<file path="src/rtl/core/ffsa_pkg.sv">
// Shared types, constants and status codes of the first-fit segment allocator.
package ffsa_pkg;

   localparam int MAX_SEGMENTS_DEF  = 64;
   localparam int HEADER_BYTES_DEF  = 16;
   localparam int POINTER_BYTES_DEF = 8;

   localparam int SIZE_W  = 24;
   localparam int ADDR_W  = 32;
   localparam int STAT_W  = 3;
   localparam int CSR_IDX_W = 8;
   localparam int CSR_DAT_W = 32;

   localparam logic OP_ALLOC = 1'b0;
   localparam logic OP_FREE  = 1'b1;

   localparam logic [STAT_W-1:0] ST_OK         = 3'd0;
   localparam logic [STAT_W-1:0] ST_NO_SPACE   = 3'd1;
   localparam logic [STAT_W-1:0] ST_BAD_SIZE   = 3'd2;
   localparam logic [STAT_W-1:0] ST_NOT_FOUND  = 3'd3;
   localparam logic [STAT_W-1:0] ST_TABLE_FULL = 3'd4;

   localparam logic [CSR_IDX_W-1:0] REG_HEAP_BASE = 8'd0;
   localparam logic [CSR_IDX_W-1:0] REG_HEAP_SIZE = 8'd1;

   // Request token travelling down the row of cells.
   typedef struct packed {
      logic              valid;
      logic              op;
      logic [SIZE_W-1:0] size;
      logic [ADDR_W-1:0] addr;
      logic              found;
      logic [ADDR_W-1:0] result_addr;
      logic [STAT_W-1:0] status;
   } tok_type;

   // Broadcast write of a newly appended segment.
   typedef struct packed {
      logic              en;
      logic [SIZE_W-1:0] length;
      logic [ADDR_W-1:0] address;
   } append_type;

endpackage

</file>
<file path="src/rtl/core/ffsa_cell.sv">
// One segment table entry; inspects the passing request token and hands it on.
module ffsa_cell #(
   parameter int CELL_INDEX = 0,
   parameter int CNT_W      = 7
) (
   input  logic                 clock,
   input  logic                 reset,
   input  logic [CNT_W-1:0]     count,
   input  ffsa_pkg::append_type app,
   input  ffsa_pkg::tok_type    tok_in,
   output ffsa_pkg::tok_type    tok_out
);

   logic [ffsa_pkg::SIZE_W-1:0] len_ff;
   logic [ffsa_pkg::ADDR_W-1:0] addr_ff;
   logic                        free_ff;
   logic                        free_in;
   ffsa_pkg::tok_type           tok_ff;
   ffsa_pkg::tok_type           tok_in_c;
   logic                        active;
   logic                        hit;

   assign active = (CNT_W'(CELL_INDEX) < count);

   always_comb begin
      tok_in_c = tok_in;
      free_in  = free_ff;
      hit      = 1'b0;
      if (tok_in.valid && !tok_in.found && active) begin
         if (tok_in.op == ffsa_pkg::OP_FREE) begin
            hit = (addr_ff == tok_in.addr);
         end else begin
            hit = free_ff && (len_ff >= tok_in.size);
         end
      end
      if (hit) begin
         tok_in_c.found       = 1'b1;
         tok_in_c.status      = ffsa_pkg::ST_OK;
         free_in              = (tok_in.op == ffsa_pkg::OP_FREE);
         if (tok_in.op == ffsa_pkg::OP_ALLOC) begin
            tok_in_c.result_addr = addr_ff;
         end
      end
   end

   always_ff @(posedge clock) begin
      if (reset) begin
         tok_ff.valid <= 1'b0;
      end else begin
         tok_ff <= tok_in_c;
      end
      if (app.en && count == CNT_W'(CELL_INDEX)) begin
         len_ff  <= app.length;
         addr_ff <= app.address;
         free_ff <= 1'b0;
      end else begin
         free_ff <= free_in;
      end
   end

   assign tok_out = tok_ff;

endmodule
</file>
<file path="config.mk">
export PLATFORM = sky130hd
export DESIGN_NAME = ffsa_cell
export DESIGN_NICKNAME = d
export VERILOG_FILES = /design/src/rtl/core/ffsa_pkg.sv /design/src/rtl/core/ffsa_cell.sv
export SDC_FILE = /design/constraint.sdc
export NUM_CORES = 1
export LEC_CHECK = 0
export BUFFER_PORTS_ARGS = -buffer_cell sky130_fd_sc_hd__buf_2
export CORE_MARGIN = 2
export CORE_UTILIZATION = 37
export CTS_CLUSTER_DIAMETER = 200
export DETAILED_ROUTE_END_ITERATION = 6
export PLACE_DENSITY = 0.68
export SLEW_MARGIN = 20
export SYNTH_ARGS = -nofsm -noshare
export SYNTH_HDL_FRONTEND = slang
export SYNTH_SLANG_ARGS = --single-unit
export TNS_END_PERCENT = 50
</file>
<file path="constraint.sdc">
create_clock -name clock -period 5.4 [get_ports clock]
set_input_delay 1.08 -clock clock [delete_from_list [all_inputs] [get_ports clock]]
set_output_delay 1.08 -clock clock [all_outputs]
set_load 0.01 [all_outputs]
</file>
==> results of run 1 <==
cell type report:
type | instances | area, um^2 | share of cell area
clock buffers | 17 | 425 | 0.0526
multi-input cells | 149 | 1320 | 0.163
clock inverters | 15 | 158 | 0.0195
flip-flops and latches | 151 | 4510 | 0.558
diodes | 2 | 5.00 | 0.000619
repair buffers | 257 | 1300 | 0.160
well taps | 216 | 270 | 0.0334
inverters | 26 | 100 | 0.0124
state kept, by name, indices dropped and copies added, names as in the netlist:
register / flops
tok_out: 94
len_ff: 24
free_ff: 1
addr_ff: 32
final timing paths:
check        slack [ns]                  start  cells after the start                     to
max                1.69             tok_in[85]                     10  tok_out[23]$_DFFE_PN_
min                0.60  addr_ff[29]$_DFFE_PP_                      1  tok_out[32]$_DFFE_PN_
max reg2reg        2.08   len_ff[17]$_DFFE_PP_                      8  tok_out[23]$_DFFE_PN_
min reg2reg        0.60  addr_ff[29]$_DFFE_PP_                      1  tok_out[32]$_DFFE_PN_
worst register-to-register path, delay by kind of cell, from the launching register on:
| family | cells | cell delay, ns |
|---|---|---|
| AO/OA/AOI/OAI | 3 | 1.06 |
| flip-flops | 1 | 0.39 |
| multiplexers | 1 | 0.36 |
| adder cells (fa/ha/maj) | 1 | 0.33 |
| AND/OR/NAND/NOR | 2 | 0.58 |
| buffers and inverters | 1 | 0.35 |
cell usage in the layout (no fill, tap or decap), drive strengths merged, types with 3 or more instances in the layout:
master and instances:
mux2 32, edfxtp 149, clkinv 3, a21oi 9, ha 24, nor2 5
clkbuf 17, nor3b 3, xor2 20, nor4 7, o21ai 3, buf 257
nand4 6, clkinvlp 3, nand2 10, inv 35, xnor2 12
cells by family (layout without fill, tap and decap cells):
group / Yosys count / count (layout) / share of synthesized area
buffers and inverters: 30 / 315 / 0.0233
muxes: 32 / 32 / 0.0604
xor gates and xnor gates: 32 / 32 / 0.0470
adders and majority gates: 24 / 24 / 0.0503
other: 0 / 2 / 0
and+or+nand+nor: 41 / 41 / 0.0409
DFF: 151 / 151 / 0.756
AOI/OAI and AO/OA: 20 / 20 / 0.0218
per-stage QoR:
stage / hold WS [ns] / utilization / area [um^2] / cells
2_1_floorplan: 0.497 / - / 5970 / 330
3_3_place_gp: 0.580 / 0.474 / 7500 / 799
3_5_place_dp: 0.586 / 0.474 / 7500 / 799
4_1_cts: 0.607 / 0.511 / 8090 / 831
5_1_grt: 0.625 / 0.511 / 8090 / 832
6_report: 0.604 / 0.511 / 8090 / 833
per-layer routing:
metal,GRT usage,vias up,share of wire
li1,-,1806,-
met1,0.193,1865,0.40
met2,0.276,156,0.51
met3,0.0554,24,0.066
met4,0.0826,2,0.024
met5,0,-,0.00089
power by group:
| part | leakage, nW | switching (mW) | internal [mW] |
|---|---|---|---|
| clock | 0.278 | 0.534 | 0.618 |
| sequential | 1.43 | 0.0135 | 1.35 |
| combinational | 1.68 | 0.118 | 0.104 |
==> reports/metrics.csv, run 1 <==
stage;metric;value;unit
status;status;finished, final reports clean;
power_and_ir_drop;power_density;339;mW/mm^2
placed_design;place_ws;1.16;ns
critical_path;crit_arrival;3.89;ns
synth;yosys_warnings;0;
synth;ys_seq_elements;151;
clock_tree;hold_buffers;0;
synth;yosysTopAreaCellShare;0.750;
route;drt_wl_total;14700;um
synth;syn_area;0.00597;mm^2
critical_path;crit_slowest_cell;o211a_1;
global_routing;track_usage;0.166;
critical_path;worstSetupStartpointType;primary input;
route;dr.pass1.iters;4;
global_routing;grt_max_degree;72;
critical_path;crit_chain;buf_2, inv_1, ha_1, nand4_1, nor4_1, a22oi_1, o211ai_1, o211a_1, buf_4, mux2_2;
clock_tree;cts_htree_levels;4;
hold_path;min_path_type;register to register;
sta;fmax;269;MHz
die;ioPinCount;254;
synth;ys_top_cells_by_area;edfxtp_1, mux2_2, ha_1;
sta;min_period_over_period;0.687;
power_and_ir_drop;vdd_drop_max;0.000201;V
synth;netlist-cell-type-count;34;
sta;hold_violations;0;
synth;synth_nets;514;
sta;slew_viol_final;0;
route;drc_errors;0;
critical_path;cp_max_fo;21;
sta;worstMarginPinSlew;0.927;ns
sta;setup_viol;0;
synth;yosys-top-cells-count;edfxtp_1, mux2_2, inv_1;
sta;grt_setup_unrepaired;false;
synth;synth_edf_count;149;
synth;ys.flop_type;edfxtp_1;
synth;synthCells;330;
synth;yosysSeqAreaShare;0.756;
cells_and_area;fillers;1357;
die;die_w;131;um
synth;synth.most_common_cell;edfxtp_1;
sta;setup_ws;1.69;ns
cells_and_area;drive_above_1_share;0.532;
synth;yosys.area.top_type;edfxtp_1;
critical_path;worstSetupPathType;primary input to register;
die;fp-row-count;46;
synth;synthArstFlopShare;0;
cells_and_area;area_growth;35.6;%
run;drv_cap;0;
global_routing;grt_remaining_overflow;0;
sta;tns;0;ns
sta;slew_headroom;0.382;
placed_design;portBuffers;253;
clock_tree;post_cts_buffers;0;
clock_tree;clkTransAtPathRegs;0.07;ns
critical_path;required;5.58;ns
placed_design;dp_hpwl;11100;um
sta;layout_min_cycle_time;3.71;ns
critical_path;end_kind;register;
route;post_drt_wl_per_cell;17.6;um
clock_tree;cts_max_path_buffers;2;
clock_tree;cts_inserted_buffers;17;
synth;syn_area_per_cell;18.1;um^2
die;core_region_area;0.0158;mm^2
route;ant_nets;0;
route;via_per_inst;4.63;
die;start_util;0.377;
route;first_iter_violations;204;
global_routing;first_global_vias;3977;
sta;finalClockSkew;0.00833;ns
critical_path;max_stage_delay;0.80;ns
cells_and_area;layout.nets;786;
clock_tree;cts_root_buf;clkbuf_16;
die;die-height;131;um
clock_tree;cts_tree;done;
route;vias;3853;
clock_tree;clk_latency;0.43;ns
power_and_ir_drop;leakagePower;3.39;nW
critical_path;critPathTopFamily;compound AO/OA/AOI/OAI gates;
critical_path;crit_buf_inv;3;
global_routing;antenna_found_initial;3;
die;die_area;0.0172;mm^2
power_and_ir_drop;p_total;2.74;mW
global_routing;grt_pass1_wl;20600;um
clock_tree;cts-resized-gates;0;
clock_tree;cts_sinks;151;
placed_design;place.gp.congestion;0.824;
Power figures use the tool's default switching activity.
==> run 2: changes to the inputs <==
--- a/config.mk
+++ b/config.mk
@@ -10,7 +10,7 @@
 export CORE_UTILIZATION = 37
 export CTS_CLUSTER_DIAMETER = 200
 export DETAILED_ROUTE_END_ITERATION = 6
-export PLACE_DENSITY = 0.68
+export PLACE_DENSITY = 0.7
 export SLEW_MARGIN = 20
 export SYNTH_ARGS = -nofsm -noshare
 export SYNTH_HDL_FRONTEND = slang
==> constraint.sdc (replaced) <==
create_clock -name clock -period 3.3 [get_ports clock]
set_input_delay 0.66 -clock clock [delete_from_list [all_inputs] [get_ports clock]]
set_output_delay 0.66 -clock clock [all_outputs]
set_load 0.01 [all_outputs]
==> reports/metrics.csv, run 2 (synthesized netlist as in run 1, its figures left out) <==
stage;metric;value;unit;change
power_and_ir_drop;p_sw;0.980;mW;+47%
cells_and_area;fillers;1344;;-0.96%
sta;slew_headroom;0.540;;+0.159
sta;min_period_over_period;0.815;;
cells_and_area;diodes;0;;-2
cells_and_area;drive_above_1_share;0.530;;-0.00163
cells_and_area;area_growth;36.2;%;
die;die_area;0.0172;mm^2;unchanged
die;die_w;131;um;unchanged
power_and_ir_drop;switching_share;0.215;;-0.0277
hold_path;min_path_type;primary input to register;;
sta;grt_setup_unrepaired;false;;
run;drv_cap;0;;unchanged
clock_tree;cts_tree;done;;
placed_design;portBuffers;253;;unchanged
placed_design;place.gp.congestion;0.744;;-9.7%
clock_tree;cts_sinks;151;;unchanged
die;core_region_area;0.0158;mm^2;unchanged
die;fp-row-count;46;;unchanged
critical_path;end_kind;register;;
power_and_ir_drop;combPwrFrac;0.079;;-0.002
power_and_ir_drop;power_density;560;mW/mm^2;+66%
critical_path;reg2reg_depth;8;;unchanged
clock_tree;clk_latency;0.41;ns;-0.02 ns
clock_tree;cts_max_path_buffers;2;;unchanged
power_and_ir_drop;pwr-share-clk;0.431;;+0.010
sta;slew_viol_final;0;;unchanged
route;first_iter_violations;214;;+4.9%
cells_and_area;largest_reg_flops;94;;unchanged
route;drc_errors;0;;unchanged
cells_and_area;layout.nets;786;;unchanged
global_routing;grt_max_degree;58;;-19%
critical_path;worstReg2RegEnd;tok_out[25]$_DFFE_PN_;;
global_routing;grt_remaining_overflow;0;;unchanged
sta;hold_violations;0;;unchanged
hold_path;hold_end;addr_ff[15]$_DFFE_PP_;;
clock_tree;hold_buffers;0;;unchanged
sta;tns;0;ns;unchanged
power_and_ir_drop;p_int;3.58;mW;+72%
clock_tree;cts_inserted_buffers;17;;unchanged
global_routing;grt_pass1_wl;19300;um;-6.0%
status;status;finished, final reports clean;;
clock_tree;post_cts_buffers;0;;unchanged
sta;worstMarginPinSlew;0.689;ns;-0.238 ns
route;ant_nets;0;;unchanged
route;vias;3817;;-0.93%
critical_path;crit_arrival;2.85;ns;-1.04 ns
sta;setup_viol;0;;unchanged
critical_path;reg2reg_slack;0.61;ns;-1.47 ns
sta;fmax;372;MHz;
placed_design;place_ws;0.184;ns;-0.973 ns
cells_and_area;layout_common_cells;buf_2, edfxtp_1, mux2_2;;
route;via_per_inst;4.59;;-0.70%
critical_path;cp_max_fo;36;;+71%
power_and_ir_drop;vdd_drop_max;0.000305;V;+52%
power_and_ir_drop;p_total;4.56;mW;+66%
placed_design;dp_hpwl;10200;um;-8.1%
power_and_ir_drop;seq_power_share;0.491;;-0.008
route;post_drt_wl_per_cell;16.2;um;-8.0%
power_and_ir_drop;leakagePower;3.41;nW;+0.48%
critical_path;worstSetupStartpointType;register;;
sta;finalClockSkew;0.00576;ns;-0.00256 ns
critical_path;worstSetupPathType;register to register;;
route;dr.pass1.iters;4;;unchanged
clock_tree;cts_htree_levels;4;;unchanged
critical_path;rr_startpoint;len_ff[21]$_DFFE_PP_;;
route;drt_wl_total;13500;um;-8.2%
clock_tree;clkTransAtPathRegs;0.06;ns;about the same
hold_path;hold_depth;1;;unchanged
clock_tree;cts-resized-gates;0;;unchanged
sta;layout_min_cycle_time;2.69;ns;
critical_path;required;3.46;ns;-2.12 ns
global_routing;antenna_found_initial;1;;-2
hold_path;holdCritStartpoint;app[15];;
die;ioPinCount;254;;unchanged
sta;setup_ws;0.612;ns;-1.08 ns
global_routing;first_global_vias;3966;;-0.28%
cells_and_area;final_common_cell;buf_2;;
die;start_util;0.377;;unchanged
die;die-height;131;um;unchanged
clock_tree;cts_root_buf;clkbuf_16;;
global_routing;track_usage;0.153;;-0.0137
## run 2: changes by cell type in the layout (fill, tap and decap cells not counted), moves of 2 or more
cell	before	now
clkinv_2	0	3
clkinv_8	2	0
diode_2	2	0
bufinv_16	0	3
buf_12	0	2
buf_4	4	2
clkinv_4	1	4
inv_8	6	0
## run 2: metal layers
| metal | wire length, um | share of wire | global-route usage | vias up |
|---|---|---|---|---|
| met1 | 5440 | 0.40 | 0.180 | 1836 |
| met5 | 0 | 0 | 0 | - |
| met3 | 1040 | 0.077 | 0.0497 | 18 |
| met2 | 6770 | 0.50 | 0.258 | 159 |
| li1 | - | - | - | 1804 |
| met4 | 231 | 0.017 | 0.0607 | 0 |
## run 2: worst max path at each step
stage	slack, ns	start	end	cells after the start
after floorplan	0.38	count[2]	addr_ff[0]$_DFFE_PP_	3
after global placement	0.35	tok_in[87]	tok_out[25]$_DFFE_PN_	10
after detailed placement	0.18	tok_in[87]	tok_out[34]$_DFFE_PN_	10
after CTS	0.55	len_ff[21]$_DFFE_PP_	tok_out[25]$_DFFE_PN_	8
after global routing	0.33	len_ff[22]$_DFFE_PP_	tok_out[25]$_DFFE_PN_	8
final	0.61	len_ff[21]$_DFFE_PP_	tok_out[25]$_DFFE_PN_	8
## run 2: per-stage QoR
step	instance area, um^2	cells	hold slack (ns)	util
floorplan	5970	330	0.497	-
global placement	7530	799	0.578	0.476
CTS	8130	831	0.392	0.514
finish	8130	831	0.416	0.514
global route	8130	831	0.395	0.514
detailed placement	7530	799	0.587	0.476
## run 2: area by class of cell
cell class	instances	area [um^2]	area share
flip-flops and latches	151	4510	0.555
multi-input cells	149	1320	0.163
repair buffers	257	1320	0.162
clock buffers	17	425	0.0523
well taps	216	270	0.0332
clock inverters	15	179	0.0220
inverters	26	98.8	0.0122
## run 2: worst max-delay path, cell delays in order (launching register included)
cell and delay (ns):
edfxtp_1 0.40, ha_1 0.32, nand4_1 0.16, nor4_1 0.46, a22oi_1 0.13, o211ai_1 0.12
o211a_1 0.22, buf_12 0.24, mux2_2 0.37
## run 2: power by group through the flow
| stage | combinational [mW] | sequential (mW) | clock (mW) |
|---|---|---|---|
| after detailed placement | 0.363 | 2.28 | 0 |
| after floorplan | 0.0829 | 2.34 | 0 |
| after global placement | 0.355 | 2.28 | 0 |
| final | 0.359 | 2.24 | 1.96 |
| after global routing | 0.396 | 2.25 | 2.08 |
| after CTS | 0.364 | 2.24 | 2.01 |
